--- src/design/srtc_pkg.sv ---
// Shared types, register offsets and helper functions of the seconds real-time clock.
package srtc_pkg;

  // Transaction kinds on the input channel.
  localparam logic [1:0] CMD_READ  = 2'd0;
  localparam logic [1:0] CMD_WRITE = 2'd1;
  localparam logic [1:0] CMD_TICK  = 2'd2;

  // Access sizes; the fourth code behaves as a word access.
  localparam logic [1:0] SIZE_BYTE = 2'd0;
  localparam logic [1:0] SIZE_HALF = 2'd1;

  // Register byte offsets.
  localparam logic [11:0] OFF_DATA    = 12'h000;
  localparam logic [11:0] OFF_MATCH   = 12'h004;
  localparam logic [11:0] OFF_LOAD    = 12'h008;
  localparam logic [11:0] OFF_CONTROL = 12'h00C;
  localparam logic [11:0] OFF_MASK    = 12'h010;
  localparam logic [11:0] OFF_RAW     = 12'h014;
  localparam logic [11:0] OFF_MASKED  = 12'h018;
  localparam logic [11:0] OFF_CLEAR   = 12'h01C;

  // The identification window spans 0xFE0 up to the end of the 4 KiB window,
  // so it is every offset whose upper seven bits are all ones.
  localparam logic [6:0] ID_WINDOW_TAG = 7'h7F;

  localparam logic [31:0] LANES_BYTE = 32'hFFFF_FFFF >> 24;
  localparam logic [31:0] LANES_HALF = 32'hFFFF_FFFF >> 16;
  localparam logic [31:0] LANES_WORD = 32'hFFFF_FFFF;

  typedef struct packed {
    logic [1:0]  command;
    logic [11:0] offset;
    logic [1:0]  access_size;
    logic [31:0] write_data;
  } srtc_in_t;

  typedef struct packed {
    logic [31:0] read_data;
    logic        access_error;
    logic        irq_level;
  } srtc_out_t;

  // Byte lanes touched by an access of the given size.
  function automatic logic [31:0] lane_mask(input logic [1:0] size);
    logic [31:0] lanes;
    unique case (size)
      SIZE_BYTE: lanes = LANES_BYTE;
      SIZE_HALF: lanes = LANES_HALF;
      default:   lanes = LANES_WORD;
    endcase
    return lanes;
  endfunction

  // Identification bytes, one per 32-bit word of the identification window.
  function automatic logic [7:0] id_byte(input logic [2:0] idx);
    logic [7:0] b;
    unique case (idx)
      3'd0: b = 8'h31;
      3'd1: b = 8'h10;
      3'd2: b = 8'h14;
      3'd3: b = 8'h00;
      3'd4: b = 8'h0d;
      3'd5: b = 8'hf0;
      3'd6: b = 8'h05;
      3'd7: b = 8'hb1;
    endcase
    return b;
  endfunction

endpackage

--- src/design/seconds_rtc_with_match_alarm.sv ---
// Seconds real-time clock with a match alarm: register file, counter and interrupt logic.
//
// This block is a seconds real-time clock seen through a small register window. Every
// input transaction is a bus read, a bus write (byte, halfword or word) or a one-second
// tick, and every input transaction yields exactly one result transaction carrying the
// read data, an access error flag and the interrupt level after that transaction. The
// block takes one transaction per clock cycle while the result consumer keeps up: a
// transaction is captured in an input register, and once the output register is free
// it is decoded, the state is updated and the result is loaded into the output
// register. The input register and the output register each hold one transaction, so
// a stalled result consumer lets one more transaction be taken before in_ready drops.
// The counter increments, the load path and the match compare all resolve
// combinationally in the decode step.
module seconds_rtc_with_match_alarm (
  input  logic                clk,
  input  logic                rst_n,
  input  logic                in_valid,
  output logic                in_ready,
  input  srtc_pkg::srtc_in_t  in_data,
  output logic                out_valid,
  input  logic                out_ready,
  output srtc_pkg::srtc_out_t out_data
);
  import srtc_pkg::*;

  // Input stage.
  logic      s1_valid_r;
  srtc_in_t  s1_data_r;

  // Output stage.
  logic      out_valid_r;
  srtc_out_t out_data_r;

  // Architectural state of the clock.
  logic [31:0] seconds_count_r;
  logic [31:0] match_value_r;
  logic [31:0] load_value_r;
  logic        irq_mask_r;
  logic        raw_status_r;

  logic [31:0] seconds_count_nxt;
  logic [31:0] match_value_nxt;
  logic [31:0] load_value_nxt;
  logic        irq_mask_nxt;
  logic        raw_status_nxt;

  logic        advance;
  logic [31:0] lanes;
  logic [31:0] wdata;
  logic [31:0] rd_raw;
  logic        err;
  logic        check_match;
  srtc_out_t   result;

  // The staged transaction moves on whenever the output register is empty or is being
  // emptied in this cycle; the input register refills in the same cycle it drains.
  assign advance   = s1_valid_r && (!out_valid_r || out_ready);
  assign in_ready  = !s1_valid_r || advance;
  assign out_valid = out_valid_r;
  assign out_data  = out_data_r;

  assign lanes = lane_mask(s1_data_r.access_size);
  assign wdata = s1_data_r.write_data & lanes;

  // Decode of one transaction against the current state.
  always_comb begin
    seconds_count_nxt = seconds_count_r;
    match_value_nxt   = match_value_r;
    load_value_nxt    = load_value_r;
    irq_mask_nxt      = irq_mask_r;
    raw_status_nxt    = raw_status_r;
    rd_raw            = '0;
    err               = 1'b0;
    check_match       = 1'b0;

    unique case (s1_data_r.command)
      CMD_READ: begin
        if (s1_data_r.offset[11:5] == ID_WINDOW_TAG) begin
          // Each identification byte sits in its own word; any byte address in
          // that word returns it.
          rd_raw = {24'b0, id_byte(s1_data_r.offset[4:2])};
        end else begin
          unique case (s1_data_r.offset)
            OFF_DATA:    rd_raw = seconds_count_r;
            OFF_MATCH:   rd_raw = match_value_r;
            OFF_LOAD:    rd_raw = load_value_r;
            OFF_CONTROL: rd_raw = 32'd1;
            OFF_MASK:    rd_raw = {31'b0, irq_mask_r};
            OFF_RAW:     rd_raw = {31'b0, raw_status_r};
            OFF_MASKED:  rd_raw = {31'b0, raw_status_r & irq_mask_r};
            default:     err    = 1'b1;
          endcase
        end
      end
      CMD_WRITE: begin
        unique case (s1_data_r.offset)
          OFF_MATCH: begin
            // Narrow writes replace only the low lanes and keep the rest.
            match_value_nxt = (match_value_r & ~lanes) | wdata;
            check_match     = 1'b1;
          end
          OFF_LOAD: begin
            load_value_nxt    = (load_value_r & ~lanes) | wdata;
            seconds_count_nxt = (load_value_r & ~lanes) | wdata;
            check_match       = 1'b1;
          end
          OFF_CONTROL: begin
            // The clock is always enabled; the write is accepted and dropped.
          end
          OFF_MASK:  irq_mask_nxt   = wdata[0];
          OFF_CLEAR: raw_status_nxt = 1'b0;
          default:   err            = 1'b1;
        endcase
      end
      CMD_TICK: begin
        seconds_count_nxt = seconds_count_r + 32'd1;
        check_match       = 1'b1;
      end
      default: begin
        // Unused command code: no operation.
      end
    endcase

    // Status is sticky; it is set by a match and only cleared by the clear register or by reset.
    if (check_match && (seconds_count_nxt == match_value_nxt)) begin
      raw_status_nxt = 1'b1;
    end

    result.read_data    = err ? '0 : (rd_raw & lanes);
    result.access_error = err;
    result.irq_level    = raw_status_nxt & irq_mask_nxt;
  end

  // Control registers.
  always_ff @(posedge clk) begin
    if (!rst_n) begin
      s1_valid_r      <= 1'b0;
      out_valid_r     <= 1'b0;
      seconds_count_r <= '0;
      match_value_r   <= '0;
      load_value_r    <= '0;
      irq_mask_r      <= 1'b0;
      raw_status_r    <= 1'b0;
    end else begin
      if (in_ready) begin
        s1_valid_r <= in_valid;
      end
      if (advance) begin
        out_valid_r     <= 1'b1;
        seconds_count_r <= seconds_count_nxt;
        match_value_r   <= match_value_nxt;
        load_value_r    <= load_value_nxt;
        irq_mask_r      <= irq_mask_nxt;
        raw_status_r    <= raw_status_nxt;
      end else if (out_ready) begin
        out_valid_r <= 1'b0;
      end
    end
  end

  // Payload registers.
  always_ff @(posedge clk) begin
    if (in_valid && in_ready) begin
      s1_data_r <= in_data;
    end
    if (advance) begin
      out_data_r <= result;
    end
  end

  // The reported interrupt level matches the state left behind by the transaction.
  a_irq_matches_state: assert property (@(posedge clk) disable iff (!rst_n)
    advance |=> (out_data_r.irq_level == (raw_status_r & irq_mask_r)))
    else $error("irq level does not match mask and status state");

  // A tick advances the counter by exactly one.
  a_tick_increments: assert property (@(posedge clk) disable iff (!rst_n)
    (advance && (s1_data_r.command == CMD_TICK))
      |=> (seconds_count_r == $past(seconds_count_r) + 32'd1))
    else $error("tick did not increment the seconds counter");

  // Only reads return data.
  a_no_data_unless_read: assert property (@(posedge clk) disable iff (!rst_n)
    (advance && (s1_data_r.command != CMD_READ)) |=> (out_data_r.read_data == '0))
    else $error("non-read transaction returned data");

  // The data register is read-only: a write errors and leaves the counter alone.
  a_data_write_rejected: assert property (@(posedge clk) disable iff (!rst_n)
    (advance && (s1_data_r.command == CMD_WRITE) && (s1_data_r.offset == OFF_DATA))
      |=> (out_data_r.access_error && $stable(seconds_count_r)))
    else $error("write to the data register was not rejected");

  // A staged transaction is never dropped while the output is blocked.
  a_stage_held: assert property (@(posedge clk) disable iff (!rst_n)
    (s1_valid_r && !advance) |=> s1_valid_r)
    else $error("staged transaction lost");

endmodule
--- config.mk ---
export PLATFORM = sky130hd
export DESIGN_NAME = seconds_rtc_with_match_alarm
export DESIGN_NICKNAME = d
export VERILOG_FILES = /design/src/design/srtc_pkg.sv /design/src/design/seconds_rtc_with_match_alarm.sv
export SDC_FILE = /design/constraint.sdc
export NUM_CORES = 1
export LEC_CHECK = 0
export ABC_AREA = 1
export BUFFER_PORTS_ARGS = -buffer_cell sky130_fd_sc_hd__buf_2
export CORE_ASPECT_RATIO = 0.8
export CORE_MARGIN = 3
export CORE_UTILIZATION = 45
export CTS_BUF_LIST = sky130_fd_sc_hd__clkbuf_16
export DETAILED_ROUTE_END_ITERATION = 6
export PLACE_DENSITY_LB_ADDON = 0.3
export SKIP_LAST_GASP = 1
export SYNTH_ARGS = -nofsm -noshare
export SYNTH_HDL_FRONTEND = slang
export SYNTH_SLANG_ARGS = --single-unit
--- constraint.sdc ---
create_clock -name clk -period 2.9 [get_ports clk]
set_clock_uncertainty 0.15 [all_clocks]
set_input_delay 0.145 -clock clk [delete_from_list [all_inputs] [get_ports clk]]
set_output_delay 0.145 -clock clk [all_outputs]
set_load 0.02 [all_outputs]
==> results of run 1 <==
## worst min path at each step
stage | end | start | slack (ns) | depth (start not counted)
after global routing | s1_valid_r | in_valid | 0.03 | 3
final | s1_valid_r | in_valid | 0.01 | 3
after floorplan | s1_data_r[0] | in_data[0] | 0.09 | 0
after CTS | s1_valid_r | in_valid | 0.004 | 3
after detailed placement | s1_data_r[30] | in_data[30] | 0.17 | 1
after global placement | s1_data_r[34] | in_data[34] | 0.17 | 1
## power breakdown
part	internal, mW	switching, mW
Clock	1.18	1.09
Sequential	2.91	0.102
Combinational	0.321	0.568
Total	4.42	1.76
## cells in the final DEF, fill, tap and decap left out, types with 6 or more instances in the layout
cell type,count
buf_4,78
nand3_1,100
inv_2,9
a221oi_1,12
o22ai_1,21
o21ai_0,120
a21oi_1,106
buf_2,87
edfxtp_1,82
dfxtp_1,106
buf_12,9
o21ai_1,23
nand2_1,408
nor2_2,15
clkinv_4,6
nand4_1,13
nor2_1,105
nor2_4,6
clkbuf_16,17
nor3_1,28
inv_1,199
dlygate4sd3_1,49
nand2_2,11
## synth_stat cells, types with 2 or more instances
| cell type | number |
|---|---|
| nand3_2 | 2 |
| buf_1 | 5 |
| a31oi_1 | 5 |
| nand3b_1 | 3 |
| clkbuf_1 | 34 |
| o21ai_2 | 2 |
| ha_1 | 4 |
| inv_2 | 7 |
| a221oi_1 | 12 |
| a21boi_0 | 2 |
| nor2_4 | 2 |
| a21oi_1 | 107 |
| nand4_1 | 13 |
| nor2_2 | 10 |
| edfxtp_1 | 82 |
| o22ai_1 | 21 |
| nand2_1 | 412 |
| nor2_1 | 114 |
| o21ai_0 | 124 |
| nand3_1 | 100 |
| inv_1 | 199 |
| clkinv_1 | 5 |
| o21a_1 | 5 |
| nor3_1 | 29 |
| o211ai_1 | 4 |
| mux2i_1 | 5 |
| a211oi_1 | 5 |
| buf_2 | 23 |
| buf_6 | 3 |
| o21ai_1 | 20 |
| dfxtp_1 | 107 |
| nand2_2 | 7 |
## critical path: cells and delay by family (launching register included)
kind                   cells  cell delay, ns
and+or+nand+nor           13            1.47
buffers and inverters      2            0.48
AOI/OAI and AO/OA          1            0.13
DFF                        1            0.42
## final cells by class
type / instances / share of cell area
clock buffers: 17 / 0.0331
clock inverters: 15 / 0.00973
inverters: 211 / 0.0621
multi-input cells: 1020 / 0.376
flip-flops and latches: 189 / 0.358
well taps: 306 / 0.0298
repair buffers: 223 / 0.132
## cells by family (layout without fill, tap and decap cells)
family,Yosys count,after routing,synth area share
fa+ha+maj,4,4,0.00479
simple gates,698,698,0.281
flops,189,189,0.440
mux,5,5,0.00479
buf+inv,277,466,0.105
compound gates,313,313,0.164
## state kept, by name, indices dropped and copies added (netlist names), named ones only
| signal | flops |
|---|---|
| seconds_count_r | 32 |
| s1_valid_r | 1 |
| raw_status_r | 1 |
| irq_mask_r | 1 |
| out_data | 34 |
| match_value_r | 32 |
| s1_data_r | 48 |
| out_valid | 1 |
| load_value_r | 32 |
## layer usage
metal	global-route usage	vias to the layer above	part of all wire
li1	-	5213	-
met1	0.419	4900	0.46
met2	0.409	563	0.41
met3	0.0664	52	0.11
met4	0.0777	0	0.019
met5	0	-	0
## timing repair
action                     in CTS  in global routing
hold endpoints to repair       51                  0
buffers inserted                0                  7
resized for setup               1                 27
setup endpoints to repair       2                  2
hold buffers                   49                  0
pin swaps                       0                  5
==> impl_metrics.py, run 1 <==
metrics = {
    "synth": {
        "async_flop_share": 0,
        "synthTopCellsByArea": "edfxtp_1 24%, dfxtp_1 20%, nand2_1 15%, inv_1 7.1%, o21ai_0 5.9%",
        "netlist_area_um2": 10500,
        "synth_edf_count": 82,
        "ys_seq_elements": 189,
        "yosys.area.top_type": "edfxtp_1",
        "synth-warning-count": 0,
        "synthFlopType": "dfxtp_1",
        "yosysUniqueCellTypes": 45,
        "synth_nets": 1542,
        "yosysSeqAreaShare": 0.440,
        "avgSynthCellArea_um2": 7.04,
        "syn_inst": 1486,
        "synth_top_area_share": 0.236,
    },
    "worst_setup_path": {
        "worstPathRequired_ns": 3.06,
        "crit_type": "reg2reg",
        "crit_start": "s1_data_r[41]",
        "reg2reg_from": "s1_data_r[41]",
        "reg2reg_depth": 16,
        "cp_max_fo": 8,
        "worstPathCellList": "nor2_1, nand2_2, nor2_8, nand3_2, inv_1, buf_4, nand2_1, nand3_1, nand3_1, nand2_1, nand2_1, nor2_1, nand3_1, nor2_1, nand2_1, a21oi_2",
        "cpPeakStageDelay_ns": 0.42,
        "rrSetupSlack_ns": 0.09,
        "crit_path_end": "out_data[0]",
        "start_kind": "flop",
        "end_kind": "flop",
        "arrival_ns": 2.96,
        "cp_common_cell": "nand2_1",
        "r2r_end": "out_data[0]",
        "crit_slowest_cell": "edfxtp_1",
    },
    "clock_network": {
        "cts-root-buf": "clkbuf_16",
        "cts_sinks": 189,
        "clk_pin_slew_ns": 0.08,
        "tritoncts": "built",
        "htree_levels": 4,
        "insertion_delay_ns": 0.45,
        "cts_buffers": 17,
        "max-clock-path-buffers": 2,
    },
    "layout": {
        "multi_input_area_um2": 4830,
        "fill_cells": 2156,
        "final_util": 0.568,
        "layout-drive-gt1-share": 0.156,
        "fin_cells": 1981,
        "layout.area.seq_um2": 4610,
        "area_delta_synth_final_pct": 23.0,
        "final_nets": 1718,
        "insertedDiodeCount": 0,
        "final_area_um2": 12900,
    },
    "global_routing": {
        "antenna_found_initial": 0,
        "grt_pass1_vias": 9532,
        "grt_max_degree": 62,
        "grt_usage": 0.281,
        "grt_first_pass_wirelength_um": 54400,
        "overflow": 0,
    },
    "sta": {
        "drv_slew": 0,
        "hold_violations": 0,
        "fmax_mhz": 356,
        "relSlewSlack": 0.456,
        "holdWs_ns": 0.0136,
        "tightest_slew_ns": 0.816,
        "fin_ws_ns": 0.0936,
        "setup_viol": 0,
        "tns_ns": 0,
        "layout_min_cycle_time_ns": 2.81,
        "period_share": 0.968,
    },
    "detailed_routing": {
        "wl_um": 35400,
        "viasPerCell": 5.42,
        "vias": 10728,
        "ant_nets": 0,
        "drt-initial-drc-count": 1252,
        "wl_per_cell_um": 17.9,
        "drcViolationCount": 0,
        "dr.pass1.iters": 6,
    },
    "power": {
        "power.leakage_nw": 5.88,
        "power_mw": 6.18,
        "powerDensity_nw_per_um2": 480,
        "vdd_drop_max_mv": 0.389,
    },
    "placed_design": {
        "dp_hpwl_um": 25800,
        "dp_cells": 1893,
        "io_buffers": 87,
        "dpl_cell_area_um2": 11700,
        "gp_congestion": 1.05,
        "dp_slack_ns": -0.0887,
    },
    "job": {
        "max_cap_viol_count": 0,
    },
    "run_status": {
        "status": "finished clean",
    },
    "die": {
        "core_um2": 22600,
        "rows": 49,
        "pin_count": 88,
        "start_util": 0.462,
        "die_x_um": 176,
        "die_y_um": 142,
        "die_area_um2": 25100,
    },
    "hold_path": {
        "hold_class": "in2reg",
    },
}
Note: power is estimated with default switching activity, not from simulation.
==> run 2: changes to the inputs <==
--- a/config.mk
+++ b/config.mk
@@ -12,6 +12,7 @@
 export CORE_UTILIZATION = 45
 export CTS_BUF_LIST = sky130_fd_sc_hd__clkbuf_16
 export DETAILED_ROUTE_END_ITERATION = 6
+export HOLD_SLACK_MARGIN = 0.1
 export PLACE_DENSITY_LB_ADDON = 0.3
 export SKIP_LAST_GASP = 1
 export SYNTH_ARGS = -nofsm -noshare
==> run 2 against run 1 <==
Combinational power is essentially flat. Sequential share of layout area about the same. Via count down 0.21%. Die area unchanged. Total power barely moved. Worst setup slack barely moved. Non-clock buffer count up 1. Design area barely moved. Worst hold slack improved by 0.17 ns.
==> impl_metrics.py, run 2 (synthesis results as in run 1) <==
metrics = {
    "detailed_routing": {
        "dr.pass1.iters": 6,
        "viasPerCell": 5.40,
        "vias": 10705,
        "drt-initial-drc-count": 1348,
        "wl_um": 35400,
        "drcViolationCount": 0,
        "wl_per_cell_um": 17.9,
        "ant_nets": 0,
    },
    "worst_setup_path": {
        "rrSetupSlack_ns": 0.09,
        "reg2reg_depth": 16,
        "r2r_end": "out_data[0]",
        "crit_start": "s1_data_r[41]",
        "crit_family": "simple AND/OR/NAND/NOR gates",
        "cp_common_cell": "nand2_1",
        "arrival_ns": 2.96,
        "start_kind": "flop",
        "cp_max_fo": 8,
        "end_kind": "flop",
        "reg2reg_from": "s1_data_r[41]",
        "crit_type": "reg2reg",
        "cp.buffers_inverters": 2,
        "worstPathCellList": "nor2_1, nand2_2, nor2_8, nand3_2, inv_1, buf_4, nand2_1, nand3_1, nand3_1, nand2_1, nand2_1, nor2_1, nand3_1, nor2_1, nand2_1, a21oi_2",
        "cpPeakStageDelay_ns": 0.41,
        "worstPathRequired_ns": 3.05,
        "crit_slowest_cell": "edfxtp_1",
    },
    "global_routing": {
        "grt_max_degree": 62,
        "antenna_found_initial": 0,
        "overflow": 0,
        "grt_usage": 0.281,
        "grt_pass1_vias": 9538,
        "grt_first_pass_wirelength_um": 54400,
    },
    "hold_path": {
        "hold_start": "rst_n",
        "whs_path_depth": 4,
        "hold_class": "in2reg",
        "holdPathEnd": "load_value_r[11]",
    },
    "sta": {
        "holdWs_ns": 0.181,
        "layout_min_cycle_time_ns": 2.81,
        "hold_violations": 0,
        "setup_viol": 0,
        "fmax_mhz": 356,
        "fin_ws_ns": 0.0935,
        "drv_slew": 0,
        "relSlewSlack": 0.458,
        "tightest_slew_ns": 0.813,
        "period_share": 0.968,
    },
    "layout": {
        "fin_cells": 1982,
        "largest_reg_flops": 48,
        "largest-register": "s1_data_r",
        "final_cell_mix": "408 x nand2_1, 199 x inv_1, 120 x o21ai_0",
        "insertedDiodeCount": 0,
        "area_delta_synth_final_pct": 23.1,
        "final_util": 0.569,
        "layout-drive-gt1-share": 0.156,
        "final_nets": 1719,
        "final_common_cell": "nand2_1",
        "final_area_um2": 12900,
    },
    "placed_design": {
        "gp_congestion": 1.05,
        "dp_slack_ns": -0.0887,
        "dp_hpwl_um": 25800,
        "dp_cells": 1893,
        "io_buffers": 87,
        "dpl_cell_area_um2": 11700,
    },
    "clock_network": {
        "cts_buffers": 17,
        "tritoncts": "built",
        "cts_sinks": 189,
        "cts-root-buf": "clkbuf_16",
        "clk_pin_slew_ns": 0.08,
        "insertion_delay_ns": 0.45,
        "htree_levels": 4,
        "max-clock-path-buffers": 2,
    },
    "power": {
        "p_switching_mw": 1.76,
        "swShare": 0.285,
        "powerDensity_nw_per_um2": 480,
        "seqPwrFrac": 0.488,
        "power.leakage_nw": 5.88,
        "internal_power_mw": 4.42,
        "vdd_drop_max_mv": 0.387,
        "clkPwrFrac": 0.368,
        "power_frac_comb": 0.144,
    },
    "die": {
        "die_y_um": 142,
        "pin_count": 88,
        "die_x_um": 176,
        "core_um2": 22600,
        "rows": 49,
        "die_area_um2": 25100,
        "start_util": 0.462,
    },
    "job": {
        "max_cap_viol_count": 0,
    },
    "run_status": {
        "status": "finished clean",
    },
}
-- run 2: cell count changes in the layout (fill, tap and decap cells not counted) --
cell / change
dlygate4sd3_1: +1
-- run 2: layout make-up --
class | instances | area, um^2
Clock buffer | 17 | 425
Clock inverter | 15 | 125
Fill cell | 2155 | 9750
Inverter | 211 | 798
Multi-Input combinational cell | 1020 | 4830
Sequential cell | 189 | 4610
Tap cell | 306 | 383
Timing Repair Buffer | 224 | 1700
-- run 2: worst max-delay path by stage --
stage | end | slack [ns] | cells past startpoint
3_3_place_gp | out_data[0] | -0.08 | 18
5_1_grt | raw_status_r | -0.06 | 19
6_report | out_data[0] | 0.09 | 16
2_1_floorplan | out_data[0] | 0.35 | 5
3_5_place_dp | out_data[0] | -0.09 | 18
4_1_cts | out_data[0] | 0.01 | 18
-- run 2: per-stage QoR --
stage | total power, mW | setup TNS, ns
after floorplan | 3.56 | 0
after CTS | 6.17 | 0
after detailed placement | 3.87 | -0.128
after global routing | 6.42 | -0.114
final | 6.18 | 0
after global placement | 3.86 | -0.132
-- run 2: what timing repair did --
item,in CTS,in global routing
gates resized for setup,1,27
gates cloned,0,0
endpoints found under the hold margin,55,0
setup endpoints to repair,2,2
hold buffers,50,0
buffers inserted,0,7
pin swaps,0,5
-- run 2: worst reg2reg max path, cell delays in order (launching register included) --
cell and delay (ns):
edfxtp_1 0.41, nor2_1 0.15, nand2_2 0.12, nor2_8 0.22, nand3_2 0.10, inv_1 0.29
buf_4 0.20, nand2_1 0.06, nand3_1 0.11, nand3_1 0.07, nand2_1 0.08, nand2_1 0.05
nor2_1 0.10, nand3_1 0.17, nor2_1 0.13, nand2_1 0.12, a21oi_2 0.13
-- run 2: power groups by stage --
stage / registers [mW] / logic [mW] / clock network [mW]
5_1_grt: 3.03 / 0.985 / 2.40
4_1_cts: 3.01 / 0.860 / 2.30
6_report: 3.02 / 0.888 / 2.28
2_1_floorplan: 3.06 / 0.500 / 0
3_3_place_gp: 3.07 / 0.795 / 0
3_5_place_dp: 3.07 / 0.804 / 0
-- run 2: metal layers --
metal	share of wire	global-route usage
met1	0.46	0.419
met2	0.41	0.410
met3	0.11	0.0664
met4	0.019	0.0777
met5	0	0
==> run 3: changes to the inputs <==
--- a/config.mk
+++ b/config.mk
@@ -7,9 +7,11 @@
 export LEC_CHECK = 0
 export ABC_AREA = 1
 export BUFFER_PORTS_ARGS = -buffer_cell sky130_fd_sc_hd__buf_2
+export CELL_PAD_IN_SITES_DETAIL_PLACEMENT = 0
+export CELL_PAD_IN_SITES_GLOBAL_PLACEMENT = 1
 export CORE_ASPECT_RATIO = 0.8
 export CORE_MARGIN = 3
-export CORE_UTILIZATION = 45
+export CORE_UTILIZATION = 44
 export CTS_BUF_LIST = sky130_fd_sc_hd__clkbuf_16
 export DETAILED_ROUTE_END_ITERATION = 6
 export HOLD_SLACK_MARGIN = 0.1
==> run 3 against run 2 <==
Core utilization fell by 1.6 points. Global-route usage fell by 0.10 points. Fmax rose by 2.3%. Count of clock-buffer cells in the layout did not move. Critical path type unchanged. Non-clock buffer count fell by 23. Die area rose by 2.2%. Sequential power barely moved. Critical path depth rose by 2.
==> impl_metrics.py, run 3 (synthesis results as in run 1) <==
metrics = {
    "run_status": {
        "status": "finished clean",
    },
    "clock_network": {
        "clk_pin_slew_ns": 0.08,
        "cts_sinks": 189,
        "tritoncts": "built",
        "insertion_delay_ns": 0.46,
        "max-clock-path-buffers": 2,
        "htree_levels": 4,
        "cts_buffers": 17,
        "cts-root-buf": "clkbuf_16",
    },
    "job": {
        "max_cap_viol_count": 0,
    },
    "global_routing": {
        "overflow": 0,
        "grt_pass1_vias": 9552,
        "grt_first_pass_wirelength_um": 54800,
        "grt_max_degree": 75,
        "grt_usage": 0.280,
        "antenna_found_initial": 0,
    },
    "layout": {
        "final_nets": 1697,
        "insertedDiodeCount": 0,
        "final_common_cell": "nand2_1",
        "fill_cells": 2229,
        "multi_input_area_um2": 4810,
        "area_delta_synth_final_pct": 21.3,
        "layout.area.seq_um2": 4600,
        "largest_reg_flops": 48,
        "final_area_um2": 12700,
        "largest-register": "s1_data_r",
        "layout-drive-gt1-share": 0.141,
        "final_cell_mix": "408 x nand2_1, 197 x inv_1, 122 x o21ai_0",
        "fin_cells": 1960,
        "final_util": 0.553,
    },
    "sta": {
        "fmax_mhz": 364,
        "relSlewSlack": 0.402,
        "tns_ns": 0,
        "hold_violations": 0,
        "tightest_slew_ns": 0.887,
        "layout_min_cycle_time_ns": 2.74,
        "drv_slew": 0,
        "setup_viol": 0,
        "rsz0062_at_grt": "true",
        "period_share": 0.946,
    },
    "die": {
        "rows": 49,
        "start_util": 0.456,
        "die_area_um2": 25700,
        "die_x_um": 178,
        "core_um2": 22900,
        "die_y_um": 144,
        "pin_count": 88,
    },
    "power": {
        "powerDensity_nw_per_um2": 501,
        "power.leakage_nw": 5.76,
        "power_mw": 6.35,
        "vdd_drop_max_mv": 0.385,
    },
    "worst_setup_path": {
        "cp_max_fo": 11,
        "reg2reg_depth": 18,
        "r2r_end": "out_data[0]",
        "worstPathRequired_ns": 3.06,
        "start_kind": "flop",
        "rrSetupSlack_ns": 0.16,
        "end_kind": "flop",
        "reg2reg_from": "s1_data_r[47]",
        "arrival_ns": 2.90,
        "crit_type": "reg2reg",
    },
    "detailed_routing": {
        "drcViolationCount": 0,
        "vias": 10540,
        "ant_nets": 0,
        "drt-initial-drc-count": 1086,
        "wl_per_cell_um": 18.2,
        "dr.pass1.iters": 6,
        "wl_um": 35700,
        "viasPerCell": 5.38,
    },
    "placed_design": {
        "dp_hpwl_um": 25100,
        "gp_congestion": 0.937,
        "dpl_cell_area_um2": 11500,
        "dp_cells": 1869,
        "io_buffers": 87,
    },
    "hold_path": {
        "whs_path_depth": 3,
        "hold_start": "rst_n",
        "holdPathEnd": "out_valid",
        "hold_class": "in2reg",
    },
}
[run 3: cell types whose count changed in the layout (fill, tap and decap cells not counted), moves of 4 or more]
cell        change
buf_4          -20
clkinvlp_4      +6
nor2_1          +6
clkinv_4        -5
buf_12          -4
nor2_2          -4
[run 3: worst max-delay path, stage by stage (launching register included)]
cell and delay (ns):
edfxtp_1 0.40, inv_1 0.10, ha_2 0.28, buf_4 0.17
nand3_2 0.09, buf_4 0.21, inv_2 0.13, nand2_1 0.06
nand2_1 0.14, inv_1 0.06, nand2_1 0.06, nand2_1 0.05
inv_1 0.05, nand2_1 0.04, nor2_1 0.13, nand3_1 0.15
nor2_1 0.12, nand2_1 0.08, a21oi_1 0.13
[run 3: area by class of cell]
type | instances | share of cell area
timing repair buffer | 201 | 0.117
inverter | 211 | 0.0636
clock buffer | 17 | 0.0336
sequential | 189 | 0.363
multi-input combinational | 1021 | 0.379
clock inverter | 15 | 0.0134
tap | 306 | 0.0302
[run 3: worst max path at each step]
stage | cells past startpoint | start | to
global placement | 15 | s1_data_r[46] | out_data[0]
global route | 17 | s1_data_r[46] | out_data[0]
floorplan | 5 | out_valid | out_data[0]
CTS | 16 | s1_data_r[43] | out_data[0]
finish | 18 | s1_data_r[47] | out_data[0]
detailed placement | 16 | s1_data_r[43] | out_data[0]
[run 3: power breakdown]
group | internal (mW) | switching (mW) | total, mW
combinational | 0.308 | 0.558 | 0.866
sequential | 2.91 | 0.100 | 3.01
clock | 1.35 | 1.12 | 2.47
total | 4.58 | 1.78 | 6.35
[run 3: layer usage]
| layer | up-vias | global-route usage | wire, um |
|---|---|---|---|
| li1 | 5187 | - | - |
| met1 | 4836 | 0.417 | 16600 |
| met2 | 486 | 0.416 | 15100 |
| met3 | 31 | 0.0655 | 3560 |
| met4 | 0 | 0.0598 | 377 |
| met5 | - | 0 | 0 |
[run 3: timing repair]
| action | CTS | global route |
|---|---|---|
| hold buffers | 50 | 0 |
| resized for setup | 0 | 18 |
| endpoints found under the setup margin | 0 | 30 |
| hold endpoints to repair | 52 | 0 |
| setup buffers | 0 | 8 |
[run 3: through the flow]
step,hold WS [ns],setup WS (ns)
3_5_place_dp,0.173,0.0636
6_report,0.155,0.156
3_3_place_gp,0.171,0.0747
2_1_floorplan,0.0939,0.349
4_1_cts,0.133,0.0478
5_1_grt,0.165,-0.0778
